$ cat src/hw/rtl/creg_pkg.sv
package creg_pkg;

   localparam int LineBytesDefault = 256;
   localparam int PosWidth = 8;
   localparam int NumWidth = 8;
   localparam int StatusWidth = 9;

   localparam logic [7:0] CharColon = 8'd58;
   localparam logic [7:0] CharComma = 8'd44;
   localparam logic [7:0] CharSpace = 8'd32;
   localparam logic [7:0] CharPlus = 8'd43;
   localparam logic [7:0] CharMinus = 8'd45;
   localparam logic [7:0] CharZero = 8'd48;
   localparam logic [7:0] CharNine = 8'd57;
   localparam logic [7:0] CharTab = 8'd9;
   localparam logic [7:0] CharCr = 8'd13;
   localparam logic [NumWidth-1:0] NumMax = 8'd255;
   localparam logic [NumWidth-1:0] StatHome = 8'd1;
   localparam logic [NumWidth-1:0] StatRoam = 8'd5;

   typedef enum logic [3:0] {
      PH_COLON     = 4'd0,
      PH_FIRST     = 4'd1,
      PH_FIRST_IN  = 4'd2,
      PH_SECOND    = 4'd3,
      PH_SECOND_IN = 4'd4,
      PH_THIRD     = 4'd5,
      PH_THIRD_IN  = 4'd6,
      PH_FOURTH    = 4'd7,
      PH_DONE      = 4'd8
   } phase_type;

   typedef enum logic [1:0] {
      NUM_SPACE  = 2'd0,
      NUM_SIGN   = 2'd1,
      NUM_DIGITS = 2'd2,
      NUM_STOP   = 2'd3
   } num_mode_type;

   typedef struct packed {
      logic [NumWidth-1:0] mag;
      num_mode_type        mode;
      logic                neg;
      logic                digits;
   } num_state_type;

   typedef struct packed {
      logic [7:0] line_byte;
      logic       line_end;
   } req_type;

   typedef struct packed {
      logic                   parse_ok;
      logic                   registered;
      logic [StatusWidth-1:0] reg_status;
      logic                   area_present;
      logic [PosWidth-1:0]    area_offset;
      logic                   cell_present;
      logic [PosWidth-1:0]    cell_offset;
   } rsp_type;

endpackage

$ cat src/hw/rtl/creg_ifs.sv
interface creg_req_if;
   import creg_pkg::*;
   logic       valid;
   logic       ready;
   logic [7:0] line_byte;
   logic       line_end;
   modport source (output valid, output line_byte, output line_end, input ready);
   modport sink (input valid, input line_byte, input line_end, output ready);
endinterface

interface creg_rsp_if;
   import creg_pkg::*;
   logic                   valid;
   logic                   ready;
   logic                   parse_ok;
   logic                   registered;
   logic [StatusWidth-1:0] reg_status;
   logic                   area_present;
   logic [PosWidth-1:0]    area_offset;
   logic                   cell_present;
   logic [PosWidth-1:0]    cell_offset;
   modport source (output valid, output parse_ok, output registered, output reg_status,
                   output area_present, output area_offset, output cell_present,
                   output cell_offset, input ready);
   modport sink (input valid, input parse_ok, input registered, input reg_status,
                 input area_present, input area_offset, input cell_present,
                 input cell_offset, output ready);
endinterface

$ cat src/hw/rtl/creg_num_dec.sv
module creg_num_dec
   import creg_pkg::*;
(
   input  num_state_type cur,
   input  logic          feed,
   input  logic [7:0]    char_in,
   output num_state_type nxt
);

   logic          dig;
   logic          ws;
   logic [3:0]    d;
   logic [11:0]   acc;

   assign dig = (char_in >= CharZero) && (char_in <= CharNine);
   assign ws = (char_in == CharSpace) || ((char_in >= CharTab) && (char_in <= CharCr));
   assign d = 4'(char_in - CharZero);
   assign acc = {1'b0, cur.mag, 3'b000} + {3'b000, cur.mag, 1'b0} + {8'd0, d};

   always_comb begin
      nxt = cur;
      if (feed) begin
         unique case (cur.mode)
            NUM_SPACE: begin
               if (ws) begin
                  nxt = cur;
               end else if ((char_in == CharPlus) || (char_in == CharMinus)) begin
                  nxt.neg = (char_in == CharMinus);
                  nxt.mode = NUM_SIGN;
               end else if (dig) begin
                  nxt.mag = {4'd0, d};
                  nxt.digits = 1'b1;
                  nxt.mode = NUM_DIGITS;
               end else begin
                  nxt.mode = NUM_STOP;
               end
            end
            NUM_SIGN: begin
               if (dig) begin
                  nxt.mag = {4'd0, d};
                  nxt.digits = 1'b1;
                  nxt.mode = NUM_DIGITS;
               end else begin
                  nxt.mode = NUM_STOP;
               end
            end
            NUM_DIGITS: begin
               if (dig) begin
                  nxt.mag = (acc > {4'd0, NumMax}) ? NumMax : acc[NumWidth-1:0];
               end else begin
                  nxt.mode = NUM_STOP;
               end
            end
            NUM_STOP: nxt = cur;
            default: nxt = cur;
         endcase
      end
   end

endmodule

$ cat src/hw/rtl/creg_scanner.sv
module creg_scanner
   import creg_pkg::*;
#(
   parameter int LINE_BYTES = LineBytesDefault
)(
   input  logic    clock,
   input  logic    reset,
   input  logic    step,
   input  req_type item,
   output rsp_type result
);

   localparam int PosLimitInt = (LINE_BYTES - 1 < 255) ? LINE_BYTES - 1 : 255;
   localparam logic [PosWidth-1:0] PosLimit = PosLimitInt[PosWidth-1:0];

   phase_type           phase_ff, phase_in;
   logic [PosWidth-1:0] pos_ff, pos_in;
   logic [3:0]          seen_ff, seen_in;
   logic [PosWidth-1:0] start2_ff, start2_in;
   logic [PosWidth-1:0] start3_ff, start3_in;
   logic [PosWidth-1:0] start4_ff, start4_in;
   num_state_type       num1_ff, num1_in;
   num_state_type       num2_ff, num2_in;
   num_state_type       num1_dec, num2_dec;
   logic                feed1, feed2;
   logic [7:0]          c;
   logic                is_comma;
   logic                is_space;

   assign c = item.line_byte;
   assign is_comma = (c == CharComma);
   assign is_space = (c == CharSpace);

   creg_num_dec u_num1 (.cur(num1_ff), .feed(feed1), .char_in(c), .nxt(num1_dec));
   creg_num_dec u_num2 (.cur(num2_ff), .feed(feed2), .char_in(c), .nxt(num2_dec));

   always_comb begin
      phase_in = phase_ff;
      seen_in = seen_ff;
      start2_in = start2_ff;
      start3_in = start3_ff;
      start4_in = start4_ff;
      feed1 = 1'b0;
      feed2 = 1'b0;
      unique case (phase_ff)
         PH_COLON: begin
            if (c == CharColon) phase_in = PH_FIRST;
         end
         PH_FIRST: begin
            if (!is_space) begin
               seen_in[0] = 1'b1;
               if (is_comma) begin
                  phase_in = PH_SECOND;
               end else begin
                  phase_in = PH_FIRST_IN;
                  feed1 = 1'b1;
               end
            end
         end
         PH_FIRST_IN: begin
            if (is_comma) phase_in = PH_SECOND;
            else feed1 = 1'b1;
         end
         PH_SECOND: begin
            start2_in = pos_ff;
            seen_in[1] = 1'b1;
            if (is_comma) begin
               phase_in = PH_THIRD;
            end else begin
               phase_in = PH_SECOND_IN;
               feed2 = 1'b1;
            end
         end
         PH_SECOND_IN: begin
            if (is_comma) phase_in = PH_THIRD;
            else feed2 = 1'b1;
         end
         PH_THIRD: begin
            if (!is_space) begin
               start3_in = pos_ff;
               seen_in[2] = 1'b1;
               phase_in = is_comma ? PH_FOURTH : PH_THIRD_IN;
            end
         end
         PH_THIRD_IN: begin
            if (is_comma) phase_in = PH_FOURTH;
         end
         PH_FOURTH: begin
            if (!is_space) begin
               start4_in = pos_ff;
               seen_in[3] = 1'b1;
               phase_in = PH_DONE;
            end
         end
         PH_DONE: phase_in = PH_DONE;
         default: phase_in = phase_ff;
      endcase
      num1_in = num1_dec;
      num2_in = num2_dec;
      pos_in = (pos_ff < PosLimit) ? pos_ff + 1'b1 : pos_ff;
   end

   // end of line result, taken from the updated state
   logic          f2, f3, f4;
   logic          pick2;
   num_state_type pick;
   logic          ok;

   assign f2 = seen_in[1];
   assign f3 = seen_in[2];
   assign f4 = seen_in[3];
   assign pick2 = f2 && ((!f3 && !f4) || (f3 && f4));
   assign pick = pick2 ? num2_in : num1_in;
   assign ok = (phase_in >= PH_FIRST_IN) && pick.digits;

   always_comb begin
      result = '0;
      result.reg_status = '1;
      if (ok) begin
         result.parse_ok = 1'b1;
         result.registered = !pick.neg && ((pick.mag == StatHome) || (pick.mag == StatRoam));
         result.reg_status = pick.neg ? StatusWidth'(-{1'b0, pick.mag}) : {1'b0, pick.mag};
         if (f2 && f3 && !f4) begin
            result.area_present = 1'b1;
            result.area_offset = start2_in;
            result.cell_present = 1'b1;
            result.cell_offset = start3_in;
         end else if (f3 && f4) begin
            result.area_present = 1'b1;
            result.area_offset = start3_in;
            result.cell_present = 1'b1;
            result.cell_offset = start4_in;
         end
      end
   end

   always_ff @(posedge clock) begin
      if (reset || (step && item.line_end)) begin
         phase_ff <= PH_COLON;
         pos_ff <= '0;
         seen_ff <= '0;
         start2_ff <= '0;
         start3_ff <= '0;
         start4_ff <= '0;
         num1_ff <= '0;
         num2_ff <= '0;
      end else if (step) begin
         phase_ff <= phase_in;
         pos_ff <= pos_in;
         seen_ff <= seen_in;
         start2_ff <= start2_in;
         start3_ff <= start3_in;
         start4_ff <= start4_in;
         num1_ff <= num1_in;
         num2_ff <= num2_in;
      end
   end

endmodule

$ cat src/hw/rtl/creg_registration_line_parser.sv
// the item holding the end mark passes the input register, and its result is then captured in the output register
// throughput: one item per cycle while the result side does not stall, set by the per-byte scanner update
// back pressure on the result side stalls both the input register and the scanner
// reset (synchronous) empties both registers and returns the scanner to its start state
module creg_registration_line_parser
   import creg_pkg::*;
#(
   parameter int LINE_BYTES = LineBytesDefault
)(
   input  logic        clock,
   input  logic        reset,
   creg_req_if.sink    req_if,
   creg_rsp_if.source  rsp_if
);

   logic    in_valid_ff;
   req_type in_item_ff;
   logic    out_valid_ff;
   rsp_type out_item_ff;
   rsp_type result;
   logic    advance;

   assign advance = !out_valid_ff || rsp_if.ready;
   assign req_if.ready = advance;

   creg_scanner #(.LINE_BYTES(LINE_BYTES)) u_scanner (
      .clock  (clock),
      .reset  (reset),
      .step   (advance && in_valid_ff),
      .item   (in_item_ff),
      .result (result)
   );

   always_ff @(posedge clock) begin
      if (reset) begin
         in_valid_ff <= 1'b0;
         out_valid_ff <= 1'b0;
      end else if (advance) begin
         in_valid_ff <= req_if.valid;
         out_valid_ff <= in_valid_ff && in_item_ff.line_end;
      end
   end

   always_ff @(posedge clock) begin
      if (advance) begin
         in_item_ff <= '{line_byte: req_if.line_byte, line_end: req_if.line_end};
         out_item_ff <= result;
      end
   end

   assign rsp_if.valid = out_valid_ff;
   assign rsp_if.parse_ok = out_item_ff.parse_ok;
   assign rsp_if.registered = out_item_ff.registered;
   assign rsp_if.reg_status = out_item_ff.reg_status;
   assign rsp_if.area_present = out_item_ff.area_present;
   assign rsp_if.area_offset = out_item_ff.area_offset;
   assign rsp_if.cell_present = out_item_ff.cell_present;
   assign rsp_if.cell_offset = out_item_ff.cell_offset;

endmodule

$ cat src/flat_wrapper.sv
// flat-port wrapper written by rule: the top's interface ports become plain ports
module creg_registration_line_parser_flat import creg_pkg::*;
#(
   parameter int LINE_BYTES = LineBytesDefault
)
  (clock, reset, req_if_valid, req_if_line_byte, req_if_line_end, req_if_ready, rsp_if_valid, rsp_if_parse_ok, rsp_if_registered, rsp_if_reg_status, rsp_if_area_present, rsp_if_area_offset, rsp_if_cell_present, rsp_if_cell_offset, rsp_if_ready);
  creg_req_if req_if_i ();
  creg_rsp_if rsp_if_i ();
  input  logic clock;
  input  logic reset;
  input wire logic [$bits(req_if_i.valid)-1:0] req_if_valid;
  input wire logic [$bits(req_if_i.line_byte)-1:0] req_if_line_byte;
  input wire logic [$bits(req_if_i.line_end)-1:0] req_if_line_end;
  output wire logic [$bits(req_if_i.ready)-1:0] req_if_ready;
  output wire logic [$bits(rsp_if_i.valid)-1:0] rsp_if_valid;
  output wire logic [$bits(rsp_if_i.parse_ok)-1:0] rsp_if_parse_ok;
  output wire logic [$bits(rsp_if_i.registered)-1:0] rsp_if_registered;
  output wire logic [$bits(rsp_if_i.reg_status)-1:0] rsp_if_reg_status;
  output wire logic [$bits(rsp_if_i.area_present)-1:0] rsp_if_area_present;
  output wire logic [$bits(rsp_if_i.area_offset)-1:0] rsp_if_area_offset;
  output wire logic [$bits(rsp_if_i.cell_present)-1:0] rsp_if_cell_present;
  output wire logic [$bits(rsp_if_i.cell_offset)-1:0] rsp_if_cell_offset;
  input wire logic [$bits(rsp_if_i.ready)-1:0] rsp_if_ready;
  assign req_if_i.valid = req_if_valid;
  assign req_if_i.line_byte = req_if_line_byte;
  assign req_if_i.line_end = req_if_line_end;
  assign req_if_ready = req_if_i.ready;
  assign rsp_if_valid = rsp_if_i.valid;
  assign rsp_if_parse_ok = rsp_if_i.parse_ok;
  assign rsp_if_registered = rsp_if_i.registered;
  assign rsp_if_reg_status = rsp_if_i.reg_status;
  assign rsp_if_area_present = rsp_if_i.area_present;
  assign rsp_if_area_offset = rsp_if_i.area_offset;
  assign rsp_if_cell_present = rsp_if_i.cell_present;
  assign rsp_if_cell_offset = rsp_if_i.cell_offset;
  assign rsp_if_i.ready = rsp_if_ready;
  creg_registration_line_parser #(.LINE_BYTES(LINE_BYTES)) u_core (.clock(clock), .reset(reset), .req_if(req_if_i), .rsp_if(rsp_if_i));
endmodule
$ cat config.mk
export PLATFORM = sky130hd
export DESIGN_NAME = creg_registration_line_parser_flat
export DESIGN_NICKNAME = d
export VERILOG_FILES = /design/src/hw/rtl/creg_pkg.sv /design/src/hw/rtl/creg_ifs.sv /design/src/hw/rtl/creg_num_dec.sv /design/src/hw/rtl/creg_scanner.sv /design/src/hw/rtl/creg_registration_line_parser.sv /design/src/flat_wrapper.sv
export SDC_FILE = /design/constraint.sdc
export NUM_CORES = 1
export LEC_CHECK = 0
export ABC_AREA = 0
export BUFFER_PORTS_ARGS = -buffer_cell sky130_fd_sc_hd__buf_2
export CAP_MARGIN = 25
export CORE_ASPECT_RATIO = 0.75
export CORE_UTILIZATION = 39
export CTS_CLUSTER_DIAMETER = 50
export DETAILED_ROUTE_END_ITERATION = 12
export GPL_ROUTABILITY_DRIVEN = 0
export PLACE_DENSITY_LB_ADDON = 0.1
export SYNTH_ARGS = -nofsm -noshare
export SYNTH_HDL_FRONTEND = slang
export SYNTH_SLANG_ARGS = --single-unit
$ cat constraint.sdc
create_clock -name clock -period 5.83 [get_ports clock]
set_input_delay 0.2915 -clock clock [delete_from_list [all_inputs] [get_ports clock]]
set_output_delay 0.2915 -clock clock [all_outputs]
set_load 0.005 [all_outputs]
Word-level counts from Yosys, hierarchy flattened
Cells that the tools add are included.
{"block": "op_classes", "div_mod_pow": 0, "shifts": 0, "n_mul": 0, "order_cmp": 8, "n_eq_ne": 21, "mux": 58, "n_bitwise": 0, "add_sub_neg": 7, "n_reduce_logical": 27}
{"operator": "two-way mux 8 bit", "n": 13}
{"operator": "one-hot mux 10 bit (4 select lines)", "n": 2}
{"operator": "two-way mux 12 bit", "n": 5}
{"operator": "equality test 8 x 6 -> 1 bit, second input constant", "n": 5}
{"operator": "two-way mux 18 bit", "n": 2}
{"operator": "one-hot mux 4 bit (9 select lines)", "n": 1}
{"operator": "two-way mux 29 bit", "n": 1}
{"operator": "two-way mux 4 bit", "n": 7}
{"operator": "adder 11 x 9 -> 12 bit", "n": 2}
{"operator": "adder 12 x 4 -> 12 bit", "n": 2}
{"operator": "> comparator 12 x 8 -> 1 bit, second input constant", "n": 2}
{"operator": "two-way mux 1 bit", "n": 20}
{"operator": "equality test 4 x 3 -> 1 bit, second input constant", "n": 4}
{"operator": "logical AND 1 bit", "n": 12}
{"operator": "two-way mux 9 bit", "n": 1}
{"operator": "negator 8 -> 9 bit", "n": 1}
{"operator": "adder 8 x 1 -> 8 bit, second input constant", "n": 1}
{"operator": "equality test 2 bit, second input constant", "n": 4}
{"operator": "equality test 4 x 2 -> 1 bit, second input constant", "n": 2}
{"operator": "equality test 8 x 1 -> 1 bit, second input constant", "n": 1}
{"operator": "equality test 8 x 3 -> 1 bit, second input constant", "n": 1}
{"operator": "greater-or-equal comparator 8 x 4 -> 1 bit, second input constant", "n": 1}
{"operator": "greater-or-equal comparator 8 x 6 -> 1 bit, second input constant", "n": 1}
{"operator": "<= comparator 8 x 4 -> 1 bit, second input constant", "n": 1}
{"operator": "15 further kinds", "n": 29}
{"block": "totals", "wordCells": 146, "latchBits": 0, "regBits": 103, "out_inout_bits": 31, "mem_bits_rw": 0, "mem_bits_ro": 0, "n_memories": 0, "in_bits": 13}

Depth between registers and ports, before layout
Gate-level depths: netlist of the first run.
{"block": "depth", "depth_word": 12, "ltp_mapped": 18, "mapped_depth_nobuf": 17}

Cells and area by module
From an unflattened synthesis of the first run, not the netlist that was laid out.
{"block": "unflattened", "hier_cells": 745, "hier_area_um2": 6814.0}
{"mod": "creg_scanner", "area_each_um2": 3659.8, "n_inst": 1, "seq_area_each_um2": 1261.2, "cells_each": 441}
{"mod": "creg_registration_line_parser", "area_each_um2": 1227.4, "n_inst": 1, "seq_area_each_um2": 1181.1, "cells_each": 47}
{"mod": "creg_num_dec (u_core.u_scanner.u_num2)", "area_each_um2": 977.2, "n_inst": 1, "seq_area_each_um2": 0.0, "cells_each": 129}
{"mod": "creg_num_dec (u_core.u_scanner.u_num1)", "area_each_um2": 949.7, "n_inst": 1, "seq_area_each_um2": 0.0, "cells_each": 128}

Worst setup path before layout of the first run
No wires, ideal clock.
{"block": "synth_timing", "kind": "flip-flop to flip-flop", "from": "register u_core.in_item_ff[4] in the netlist's numbering", "to": "register u_core.out_item_ff (netlist bit u_core.rsp_if.reg_status[7]) (data pin)", "t_required_ps": 5575, "slack_ps": 1326, "period_less_slack_ps": 4504, "setup_ps": 255, "path_buffers": 1, "arrival_time_ps": 4249, "path_stages_with_launch": 16, "cell_sequence": "edfxtp_1 -> buf_2 -> inv_1 -> fa_1 -> inv_1 -> fa_1 -> a211o_1 -> o211ai_1 -> mux2_2 -> nor4_4 -> nand3_2 -> a2111oi_0 -> o21ai_1 -> or3_1 -> o41a_1 -> and3_1"}
{"item": "start, declared", "line": "creg_registration_line_parser.sv:17", "source": "req_type in_item_ff;"}
{"item": "start signal, assigned", "line": "creg_registration_line_parser.sv:46", "source": "in_item_ff <= '{line_byte: req_if.line_byte, line_end: req_if.line_end};"}
{"item": "end signal, assigned", "line": "creg_registration_line_parser.sv:47", "source": "out_item_ff <= result;"}
{"item": "end, declared", "line": "creg_registration_line_parser.sv:19", "source": "rsp_type out_item_ff;"}

==> impl_results.md, run 1 <==
- Status: completed
- CP startpoint kind: flip-flop
- Worst setup EP type: flip-flop
- CP Data Arrival Time: 5.41 ns
- First-pass GRT wire length: 30.2 mm
- Global Route met3 Usage: 0.0660
- Sequential share of power: 0.525
- CTS clk-pin slew, worst paths: roughly 0.080 ns
- Synth Register Bits: 102
- Synthesized area per cell: 8.13 sq um
- R2r worst-path depth: 16
- Final ANT Viol Nets: 0
- FP Rows: 41
- Vert. Die Dim: around 120 um
- Grt met2 use: 0.298
- Cts repair resizes: 0
- Slew @ Worst Pin: about 0.96 ns
- Initial antenna violation count: 0
- Net Count, Synth: 884
- Yosys warning count: 0
- Sequential cell area fraction in the yosys report: 0.356
- PortBufs: 43
- Post-CTS setup buffer count: 0
- Largest net degree at the start of global routing: 47
- Routed WL: 18.9 mm
- CTS HTree Levels: 3
- Synth top area share: 0.192
- CTS tree: done
- P_sw: between 0.3 and 0.4 mW
- Post-synth cell types: 81
- RSZ-0062 raised after global routing: no
- Routed length per instance: 17.8 um
- Hold path cells: 1
- Insertion delay to the later sink of the worst-skew pair: 0.35 ns
- Worst-path fanout max: 10
- FF-to-FF End: u_core.rsp_if.reg_status[8]
- Worst IR Drop VDD: 137 uV
- Pre-CTS WS: 0.662 ns
- Most used DFF post-synth: dfxtp_1
- Placeable core region: 16,900 sq um
- DR iter-0 viols: 704
- Worst Hold Path EP: u_core.in_item_ff[2]
- CP required: 5.93 ns
- Initial core utilization: 0.401
- Share of layout cells above drive strength 1: 0.104
- DP HPWL: 13.6 mm
- Die Wd: about 150 um
- Worst flop-to-flop path startpoint: u_core.in_item_ff[4]
- Setup Skew: about 0.015 ns
- Synth async-reset ratio: 0
- Final period utilization: 0.911
- Vias in the first global route: 5,578
- CTS Sinks: 102
- Synth area leaders: dfxtp_1 (19%), edfxtp_1 (16%), nand2_1 (7.2%)
- HP Class: primary input to flip-flop
- Slew headroom: 0.356
- Clk buf depth: 2
- Pre-antenna DRT Iters: 6
- Peak Freq: 188 MHz
- Combinational Power Share: 0.063
- Yosys top cell by area: dfxtp_1
- Clock share of power: 0.412
- R2R setup slack: 0.52 ns
- CTS root buf: clkbuf_16
- Sw frac: 0.258
- Diode count: 0
- GRT Util Overall: 0.216
- Max-slew violation count: 0
- Mapped Cells: 833
- DR DRC count: 0
- Final nets: 893
- Top post-synthesis cells by count: nand2_1 (129), a21oi_1 (90), nor2_1 (84)
- CP Class: flip-flop to flip-flop
- Leak: 2.79 nW
- Number of synthesized flops with an enable pin: 37
- Via density: 5.90
- Max_cap viols: 0
- Internal: 1.07 mW
- GRT overflow: 0
- Inserted Clock Buffers: 9
- Endpoints failing setup: 0
- Met1 Resource Use GR: 0.325
- Vias: 6,269
- Pwr dens: 196 nW/um^2
- Cts hold-fix bufs: 0
- Most common cell in the netlist: nand2_1
- Gr busiest metal: met1
- Final Critical Period: roughly 5.3 ns
- Synth-to-Final Area Change: 9.50%
- Die ar.: 17,900 sq um
- Setup ws final: 0.520 ns
- Worst hold start: req_if_line_byte[1]
- Final hold vios: 0
- # IOs: between 40 and 50
- Setup TNS: 0 ns
- Syn Std Cell Area: 6770 sq um
## logic make-up (layout without fill, tap and decap cells)
logic type                 after synthesis  count (layout)  synth area share
AOI/OAI and AO/OA                      251             251             0.249
adders and majority gates               38              38            0.0746
and+or+nand+nor                        324             324             0.223
xor gates and xnor gates                18              18            0.0233
DFF                                    102             102             0.356
buffers and inverters                   82              96            0.0467
muxes                                   18              18            0.0268
## power by group through the flow
stage               registers (mW)  clock network [mW]  logic (mW)
floorplan                    0.766                   0      0.0679
global placement             0.777                   0      0.0895
detailed placement           0.777                   0      0.0896
CTS                          0.760               0.613      0.0899
global route                 0.763               0.640       0.100
finish                       0.761               0.598      0.0910
## how the worst max path moves through the flow
stage	from	end	slack (ns)	depth (start not counted)
after floorplan	u_core.in_item_ff[4]	u_core.rsp_if.reg_status[7]	1.33	15
after global placement	u_core.in_item_ff[4]	u_core.rsp_if.reg_status[8]	0.74	16
after detailed placement	u_core.in_item_ff[4]	u_core.rsp_if.reg_status[8]	0.66	16
after CTS	u_core.in_item_ff[4]	u_core.rsp_if.reg_status[8]	0.63	16
after global routing	u_core.in_item_ff[4]	u_core.rsp_if.reg_status[8]	0.20	16
final	u_core.in_item_ff[4]	u_core.rsp_if.reg_status[8]	0.52	16
## flip-flops by register name, summed over array words and instances, names as in the netlist, 3 cells and up, named ones only
signal,count
u_core.u_scanner.num1_ff,10
u_core.u_scanner.num2_ff,10
u_core.in_item_ff,9
u_core.rsp_if.reg_status,9
u_core.rsp_if.area_offset,8
u_core.rsp_if.cell_offset,8
u_core.u_scanner.pos_ff,8
u_core.u_scanner.start2_ff,8
u_core.u_scanner.start3_ff,8
u_core.u_scanner.start4_ff,8
u_core.u_scanner.phase_ff,4
u_core.u_scanner.seen_ff,3
## worst max-delay path: stages, from the launching register on
cell and delay (ns):
edfxtp_1 0.53, inv_1 0.19, fa_1 0.51, inv_1 0.07, fa_1 0.48, a211o_1 0.28, o211ai_1 0.12, mux2_2 0.39
nor4_4 0.38, nand3_2 0.20, a2111oi_0 0.58, o21ai_1 0.27, inv_1 0.13, ha_1 0.14, inv_1 0.07, or4_1 0.52
a21o_1 0.20
## layout by cell type, fill, tap and decap left out, drive strengths merged, types with 5 or more instances in the layout
cell type and count:
a21oi 90, ha 34, inv 32, xor2 9
a2111oi 6, buf 51, o21ai 36, nand3 18
nor2b 5, nand2 129, nand2b 7, o211ai 5
nor2 84, and2 9, nand4 6, a21o 10
dfxtp 65, a31oi 14, clkbuf 9, o21a 9
o31ai 6, nor3b 8, a211oi 17, or3 5
and3 10, nor4 7, o22ai 7, xnor2 9
nor3 19, edfxtp 37, a311oi 7, mux2i 17
## per-stage QoR
step	util	hold WS (ns)	cell area [sq um]	std cells	total power, mW
2_1_floorplan	-	0.361	6770	833	0.834
4_1_cts	0.439	0.0958	7410	1062	1.46
3_5_place_dp	0.422	0.448	7120	1046	0.866
6_report	0.439	0.105	7410	1062	1.45
5_1_grt	0.439	0.0944	7410	1062	1.50
3_3_place_gp	0.422	0.441	7120	1046	0.866
## layout make-up
cell class	count	area [sq um]
Fill cell	1643	9460
Multi-Input combinational cell	649	4060
Sequential cell	102	2410
Timing Repair Buffer	51	275
Tap cell	215	269
Clock buffer	9	225
Inverter	29	109
Clock inverter	7	67.6
## routing by layer
| layer | routed length (um) | share of wire |
|---|---|---|
| met4 | 178 | 0.0094 |
| met5 | 0 | 0 |
| met1 | 9770 | 0.52 |
| met3 | 1650 | 0.087 |
| met2 | 7290 | 0.39 |
No activity file was read; power rests on OpenSTA's default activity.
==> run 2, diff against run 1 <==
Settings changed: ABC_AREA 0 to unset, CORE_ASPECT_RATIO 0.75 to 1.4.
==> run 2 against run 1 <==
- wire length is 6.0% higher
- fmax is 0.13% higher
- cell area is 0.78% higher
- cell count is 2.0% higher
- die area hardly changed
- via count is 0.64% higher
- non-clock buffer count is 4 higher
- global-route usage is 1.5 points higher
- power is 0.76% higher
- sequential power hardly changed
- critical path type unchanged
- critical endpoint is now u_core.rsp_if.reg_status[6]
- largest power group unchanged
- highest routed layer unchanged
==> impl_results.md, run 2 (same netlist as run 1, synthesis figures left out) <==
- Worst IR Drop VDD: 128 uV (was 137 uV)
- Clk buf depth: 2 (unchanged)
- GRT Util Overall: 0.231 (was 0.216)
- Peak Freq: 189 MHz (was 188 MHz)
- Routed WL: 20.0 mm (was 18.9 mm)
- Combinational Power Share: 0.063 (about the same)
- Placeable core region: 16,900 sq um (about the same)
- Initial antenna violation count: 0 (unchanged)
- Vias in the first global route: 6,028 (was 5,578)
- CP startpoint kind: flip-flop (unchanged)
- R2r worst-path depth: 17 (was 16)
- Final hold vios: 0 (unchanged)
- Pwr dens: 195 nW/um^2 (was 196 nW/um^2)
- Insertion delay to the later sink of the worst-skew pair: 0.35 ns (about the same)
- DR iter-0 viols: 445 (was 704)
- Initial core utilization: 0.401 (about the same)
- DP Area: 7170 sq um (was 7120 sq um)
- Share of layout cells above drive strength 1: 0.107 (was 0.104)
- Routed length per instance: 18.5 um (was 17.8 um)
- Final period utilization: 0.910 (was 0.911)
- # IOs: 44 (unchanged)
- Post-route cell area: 7470 sq um (was 7410 sq um)
- Max-slew violation count: 0 (unchanged)
- Leak: 2.81 nW (was 2.79 nW)
- Cts hold-fix bufs: 0 (unchanged)
- Final Critical Period: 5.30 ns (was 5.31 ns)
- CP Class: flip-flop to flip-flop (unchanged)
- FP Rows: 56 (was 41)
- CTS tree: done (unchanged)
- Endpoints failing setup: 0 (unchanged)
- First-pass GRT wire length: 31.9 mm (was 30.2 mm)
- CTS root buf: clkbuf_16 (unchanged)
- Diode count: 0 (unchanged)
- Synth-to-Final Area Change: 10.3% (was 9.50%)
- Setup Skew: 0.00667 ns (was 0.0150 ns)
- Worst setup EP type: flip-flop (unchanged)
- Slew headroom: 0.404 (was 0.356)
- Internal: 1.10 mW (was 1.07 mW)
- Commonest non-fill, non-tap cell in the layout: nand2_1 (unchanged)
- Vert. Die Dim: 158 um (was 116 um)
- Status: completed (unchanged)
- Total Power: 1.46 mW (was 1.45 mW)
- CP required: 5.92 ns (was 5.93 ns)
- Post-CTS setup buffer count: 0 (unchanged)
- Sw frac: 0.249 (was 0.258)
- Sequential share of power: 0.521 (was 0.525)
- Worst flop-to-flop path startpoint: u_core.in_item_ff[4] (unchanged)
- Commonest cells after routing, fill and taps aside: nand2_1 (129), a21oi_1 (90), nor2_1 (84) (unchanged)
- Clock share of power: 0.416 (was 0.412)
- CTS clk-pin slew, worst paths: 0.07 ns (was 0.08 ns)
- CP Data Arrival Time: 5.39 ns (was 5.41 ns)
- Top Registers: u_core.u_scanner.num1_ff (10), u_core.u_scanner.num2_ff (10) (unchanged)
- Worst-path fanout max: 10 (unchanged)
- CTS HTree Levels: 3 (unchanged)
- Final nets: 897 (was 893)
- HP Class: primary input to flip-flop (unchanged)
- DR DRC count: 0 (unchanged)
- Via density: 5.83 (was 5.90)
- FF-to-FF End: u_core.rsp_if.reg_status[6] (was u_core.rsp_if.reg_status[8])
- Worst Setup SP: u_core.in_item_ff[4] (unchanged)
- Hold path cells: 1 (unchanged)
- Max_cap viols: 0 (unchanged)
- P_sw: 0.364 mW (was 0.375 mW)
- Largest net degree at the start of global routing: 58 (was 47)
- Final ANT Viol Nets: 0 (unchanged)
- Util after Layout: 0.443 (was 0.439)
- Filler cells: 1,683 (was 1,643)
- CTS Sinks: 102 (unchanged)
- Setup TNS: 0 ns (unchanged)
- Worst Hold Path EP: u_core.in_item_ff[1] (was u_core.in_item_ff[2])
- RSZ-0062 raised after global routing: no (unchanged)
- Cts repair resizes: 0 (unchanged)
- GRT overflow: 0 (unchanged)
- Die Wd: 113 um (was 154 um)
- Die ar.: 17,900 sq um (about the same)
- PortBufs: 43 (unchanged)
- Worst hold start: req_if_line_byte[0] (was req_if_line_byte[1])
- Slew @ Worst Pin: 0.893 ns (was 0.962 ns)
- Vias: 6,309 (was 6,269)
- Inserted Clock Buffers: 9 (unchanged)
- DP HPWL: 14.6 mm (was 13.6 mm)
- Pre-antenna DRT Iters: 7 (was 6)
- R2R setup slack: 0.53 ns (was 0.52 ns)
run 2: worst max-delay path, cell delays in order (launching register included):
cell and delay [ns]:
edfxtp_1 0.51, inv_1 0.16, fa_1 0.51, inv_1 0.07, fa_1 0.47, a211o_1 0.27, o211ai_1 0.12, mux2_2 0.39
nor4_4 0.37, nand3_2 0.20, o31ai_1 0.54, a32oi_1 0.27, inv_1 0.18, ha_1 0.16, inv_1 0.07, o41ai_1 0.44
xor2_1 0.21, nand2_1 0.07
run 2: area by class of cell:
type | count | area [sq um] | area share
multi-input cells | 649 | 4060 | 0.543
flip-flops and latches | 102 | 2410 | 0.323
repair buffers | 55 | 309 | 0.0414
well taps | 232 | 290 | 0.0388
clock buffers | 12 | 258 | 0.0345
inverters | 29 | 109 | 0.0146
clock inverters | 4 | 36.3 | 0.00486
run 2: per-layer routing:
layer  share of wire  GRT usage
met5               0          0
met4           0.047      0.122
met3           0.037     0.0318
met2            0.52      0.434
met1            0.40      0.249
run 2: how the worst max path moves through the flow:
stage	endpoint	slack, ns
2_1_floorplan	u_core.rsp_if.reg_status[7]	1.33
3_3_place_gp	u_core.rsp_if.reg_status[8]	0.77
3_5_place_dp	u_core.rsp_if.reg_status[6]	0.72
4_1_cts	u_core.rsp_if.reg_status[6]	0.71
5_1_grt	u_core.rsp_if.reg_status[6]	0.25
6_report	u_core.rsp_if.reg_status[6]	0.53
run 2: power by group through the flow:
stage | Combinational, mW | Clock, mW | Sequential [mW]
final | 0.0918 | 0.608 | 0.761
after global routing | 0.100 | 0.645 | 0.763
after CTS | 0.0913 | 0.619 | 0.761
after detailed placement | 0.0908 | 0 | 0.777
after global placement | 0.0904 | 0 | 0.777
after floorplan | 0.0679 | 0 | 0.766
run 2: stage by stage:
stage / setup WS (ns) / instances / hold WS (ns)
finish: 0.527 / 1083 / 0.106
global placement: 0.775 / 1066 / 0.443
CTS: 0.706 / 1082 / 0.0966
global route: 0.246 / 1083 / 0.0928
floorplan: 1.33 / 833 / 0.361
detailed placement: 0.716 / 1066 / 0.448
